### src/rtl/core/tfn_pkg.sv
// ----------------------------------------------------------------------------
// tfn_pkg
// Widths and sideband types shared by the triangle face normal pipeline.
// ----------------------------------------------------------------------------
`default_nettype none

package tfn_pkg;

	localparam int COORD_W    = 24;
	localparam int EDGE_W     = 25;
	localparam int PROD_W     = 50;
	localparam int CROSS_W    = 51;
	localparam int MAG_W      = 50;
	localparam int POS_W      = 6;
	localparam int NRM_W      = 31;
	localparam int SQ_W       = 62;
	localparam int SUM_W      = 64;
	localparam int ROOT_W     = 32;
	localparam int NUM_W      = 49;
	localparam int QUO_W      = 17;
	localparam int OUT_W      = 18;
	localparam int FRAC_BITS  = 16;
	localparam int SQRT_STEPS = 32;
	localparam int DIV_STEPS  = 17;
	// the largest normalized magnitude sits in [2^30, 2^31)
	localparam int NRM_MSB    = 30;

	localparam logic [QUO_W-1:0] FRAC_ONE = QUO_W'(65536);

	// data that rides alongside the square root
	typedef struct packed {
		logic             degen;
		logic [2:0]       neg;
		logic [NRM_W-1:0] nm_x;
		logic [NRM_W-1:0] nm_y;
		logic [NRM_W-1:0] nm_z;
	} sqrt_side_t;

	// data that rides alongside the dividers
	typedef struct packed {
		logic       degen;
		logic [2:0] neg;
	} div_side_t;

endpackage

`default_nettype wire

### src/rtl/core/tfn_div.sv
// ----------------------------------------------------------------------------
// tfn_div
// Pipelined restoring divider, 17-bit quotient, one quotient bit per stage.
// ----------------------------------------------------------------------------
`default_nettype none

module tfn_div (
	input  wire logic                      clk,
	input  wire logic [tfn_pkg::NUM_W-1:0]  num,
	input  wire logic [tfn_pkg::ROOT_W-1:0] den,
	output logic      [tfn_pkg::QUO_W-1:0]  quo
);
	import tfn_pkg::*;

	logic [NUM_W-1:0]  rem_s [DIV_STEPS];
	logic [ROOT_W-1:0] den_s [DIV_STEPS];
	logic [QUO_W-1:0]  quo_s [DIV_STEPS];

	// stage k decides quotient bit DIV_STEPS-1-k
	for (genvar k = 0; k < DIV_STEPS; k++) begin : g_step
		logic [NUM_W-1:0]  rem_in;
		logic [ROOT_W-1:0] den_in;
		logic [QUO_W-1:0]  quo_in;
		logic [NUM_W-1:0]  dsh;
		logic [NUM_W-1:0]  rem_nx;
		logic [QUO_W-1:0]  quo_nx;

		if (k == 0) begin : g_first
			assign rem_in = num;
			assign den_in = den;
			assign quo_in = '0;
		end else begin : g_rest
			assign rem_in = rem_s[k-1];
			assign den_in = den_s[k-1];
			assign quo_in = quo_s[k-1];
		end

		always_comb begin
			dsh    = NUM_W'(den_in) << (DIV_STEPS - 1 - k);
			rem_nx = rem_in;
			quo_nx = quo_in;
			if (rem_in >= dsh) begin
				rem_nx = rem_in - dsh;
				quo_nx[DIV_STEPS-1-k] = 1'b1;
			end
		end

		always_ff @(posedge clk) begin
			rem_s[k] <= rem_nx;
			den_s[k] <= den_in;
			quo_s[k] <= quo_nx;
		end
	end

	assign quo = quo_s[DIV_STEPS-1];

endmodule

`default_nettype wire

### config.mk
export PLATFORM = sky130hd
export DESIGN_NAME = tfn_div
export DESIGN_NICKNAME = d
export VERILOG_FILES = /design/src/rtl/core/tfn_pkg.sv /design/src/rtl/core/tfn_div.sv
export SDC_FILE = /design/constraint.sdc
export NUM_CORES = 2
export LEC_CHECK = 0
export BUFFER_PORTS_ARGS = -buffer_cell sky130_fd_sc_hd__buf_2
export CORE_MARGIN = 8
export CORE_UTILIZATION = 45
export DETAILED_ROUTE_END_ITERATION = 12
export HOLD_SLACK_MARGIN = 0.12
export MAX_ROUTING_LAYER = met4
export PLACE_DENSITY = 0.59
export SLEW_MARGIN = 5
export SYNTH_ARGS = -nofsm -noshare
export SYNTH_HDL_FRONTEND = slang
export SYNTH_SLANG_ARGS = --single-unit
### constraint.sdc
create_clock -name clk -period 9.7 [get_ports clk]
set_input_delay 1.94 -clock clk [delete_from_list [all_inputs] [get_ports clk]]
set_output_delay 1.94 -clock clk [all_outputs]
set_load 0.03 [all_outputs]
==> impl_metrics.csv <==
group,metric,value,unit
floorplan,initial_core_util,0.452,
clocking,post_cts.repair.setup_buffers,0,
synthesis,syn_area_per_cell,8.90,um2
synthesis,asyncSetResetFlopFracSynth,0,
sta,tns,0,ps
global_route,grt_start_max_net_pins,73,
synthesis,ys_warn_count,0,
routing,detail_route.vias_per_cell,5.38,
synthesis,synth_top_cells_by_count,"dfxtp_1, nand2_1, inv_1, o21ai_0, a21oi_1",
critical_path,critPathKind,"flop to flop",
power,ir_drop_worst_vdd,212,uV
layout,drive_above_1_share,0.0655,
min_path,whs_path_depth,0,
sta,layout_worst_path_cycle_share,0.491,
floorplan,placeable_core_region,149000,um2
sta,report.final.slew_viol_count,0,
clocking,clock_insertion_delay_worst_skew,810,ps
synthesis,synth_top_cells_by_area,"dfxtp_1, ha_1, o21ai_0",
sta,hold_viol_final,0,
sta,worst_rel_slew_slack,0.252,
sta,post-route-min-period,4770,ps
clocking,cts_tree,"done",
sta,setup_failing_eps_final,0,
place,hpwl,143,mm
place,port_buffers,98,
synthesis,post_synth_instance_area,67400,um2
layout,area_delta_synth_final,11.9,%
global_route,global_route.overflow_total,0,
floorplan,num_io_pins,99,
clocking,clock_sink_count,1449,
routing,drc,0,
routing,dr.first_iter.drc_count,2580,
global_route,grt_pass1_vias,53000,
critical_path,cpMostUsedCell,"inv_1",
floorplan,rows,142,
routing,drt.antenna.violating_nets,0,
layout,post-route-cell-area,75400,um2
sta,fin_worst_skew,67.3,ps
sta,max_freq,210,MHz
min_path,hold_path.class,"flop to flop",
power,pwr_density_cell,357,nW/um2
critical_path,critPathArrivalTime,5460,ps
sta,slew_of_the_pin_with_the_lowest_slew_margin,1120,ps
synthesis,seq_area_frac_synth,0.430,
clocking,htree_num_levels,4,
critical_path,max_fanout_on_critical_path,65,
sta,rsz_0062_raised_after_global_routing,"false",
power,power.leakage,33.5,nW
synthesis,synthMostInstantiatedCell,"dfxtp_1",
global_route,grt_antenna_before_repair,3,
floorplan,die_y,403,um
place,routability_cong,1.02,
floorplan,die_x,403,um
critical_path,cp_slowest_stage_delay,540,ps
critical_path,critical_path_required,10390,ps
run_status,status,"finished clean",
critical_path,critical_path_source_type,"flop",
layout,num-nets-final,8267,
routing,drt_pre_antenna_iters,6,
routing,routed_wire_length_per_instance,18.3,um
clocking,cts_hold_repair.buffers,0,
place,placedInstanceArea,69800,um2
synthesis,synth.ff_latch_count,1449,
critical_path,timing.critical_path.cells,"inv_1 > ha_1 > inv_1 > fa_1 > a211oi_1 > o21ai_0 > a41o_1 > a311o_1 > o21ai_0 > a21oi_1 > a211oi_4 > buf_4 > inv_1 > mux2_2",
clocking,clk_transition_reported_paths,60,ps
routing,wirelength,178,mm
clocking,cts_root_buf,"clkbuf_16",
synthesis,synthFlopType,"dfxtp_1",
synthesis,post_synth_num_cell_types,90,
floorplan,die-area,162000,um2
synthesis,synth_edf_count,0,
critical_path,cp-end-kind,"flop",
run,maxCapViolCount,0,
critical_path,ff2ff_path_depth,14,
synthesis,syn_nets,8213,
critical_path,critical_path.slowest_cell,"buf_4",
clocking,cts_made_buffers,158,
clocking,cts_buffer_depth,3,
synthesis,post_synth_inst_count,7571,
clocking,post_cts_resized,0,
synthesis,synth_top_area_frac,0.430,
synthesis,synth_top_cell_by_area,"dfxtp_1",
layout,fin_util,0.505,
routing,dr_total_vias,52200,
global_route,gr-usage-all-layers,0.219,
global_route,wire_length_of_the_first_global_routing_pass,278,mm
per-stage QoR:
stage                     hold slack [ps]  total power [mW]  setup WS (ps)  instances
after floorplan                       310              17.6           5080       7571
after global placement                309              20.6           4310       9409
after detailed placement              312              20.7           4370       9409
after CTS                             318              27.1           5010       9699
after global routing                  324              28.9           4770       9707
final                                 314              27.0           4930       9708
flip-flops by register name (all words and copies together) (netlist names):
signal and flops:
quo_s 153, rem_s 784, den_s 512
worst max-delay path, delay by kind of cell, from the launching register on:
family	cells	cell delay, ps
DFF	1	310
adders and majority gates	2	570
muxes	1	350
buffers and inverters	4	1000
AOI/OAI and AO/OA	7	2370
cells by family after synthesis:
kind of cell               after synthesis  share of synthesized area
buffers and inverters                  914                     0.0517
DFF                                   1449                      0.430
and+or+nand+nor                       1951                      0.140
adders and majority gates              560                      0.106
xor gates and xnor gates               567                     0.0737
AOI/OAI and AO/OA                     2085                      0.191
muxes                                   45                    0.00746
cell type report:
class,instances,area (um2)
Inverter,682,2560
Timing Repair Buffer,126,701
Antenna cell,9,22.5
Clock inverter,77,1190
Fill cell,14000,73800
Multi-Input combinational cell,5208,35100
Tap cell,1944,2430
Clock buffer,213,4420
Sequential cell,1449,29000
where the power goes:
| group | internal (mW) | switching, mW |
|---|---|---|
| combinational | 5.00 | 6.79 |
| clock | 3.78 | 2.51 |
| sequential | 7.70 | 1.17 |
| total | 16.5 | 10.5 |
metal layers:
layer | vias to the layer above | GRT usage | share of wire
met4 | 0 | 0.143 | 0.074
met2 | 1111 | 0.423 | 0.54
met1 | 24100 | 0.198 | 0.36
met5 | - | - | 0
li1 | 26500 | - | -
met3 | 562 | 0.0295 | 0.029
worst paths after layout:
| kind | startpoint | end | slack [ps] |
|---|---|---|---|
| setup / recovery | rem_s[0][687]$_DFF_P_ | rem_s[0][757]$_DFF_P_ | 4930 |
| hold / removal | quo_s[0][117]$_DFF_P_ | quo_s[0][134]$_DFF_P_ | 310 |
| setup reg to reg | rem_s[0][687]$_DFF_P_ | rem_s[0][757]$_DFF_P_ | 4930 |
| hold reg to reg | quo_s[0][117]$_DFF_P_ | quo_s[0][134]$_DFF_P_ | 310 |
layout by cell type, fill, tap and decap left out, types with 40 or more instances in the layout:
| cell | n |
|---|---|
| dfxtp_1 | 1449 |
| and3_1 | 57 |
| a211oi_1 | 56 |
| xor2_1 | 249 |
| or3_1 | 40 |
| o21a_1 | 72 |
| buf_2 | 98 |
| nand2b_1 | 81 |
| inv_1 | 681 |
| o31ai_1 | 59 |
| a21o_1 | 301 |
| a31oi_1 | 59 |
| nand2_1 | 743 |
| nand3_1 | 132 |
| nor2_1 | 336 |
| clkbuf_16 | 159 |
| xnor2_1 | 318 |
| nand4_1 | 116 |
| a21oi_1 | 551 |
| o21bai_1 | 66 |
| o21ai_0 | 655 |
| ha_1 | 544 |
| mux2_2 | 42 |
| nor2b_1 | 76 |
| nor3_1 | 102 |
| nor4_1 | 83 |
No activity file was read; power rests on OpenSTA's default activity.
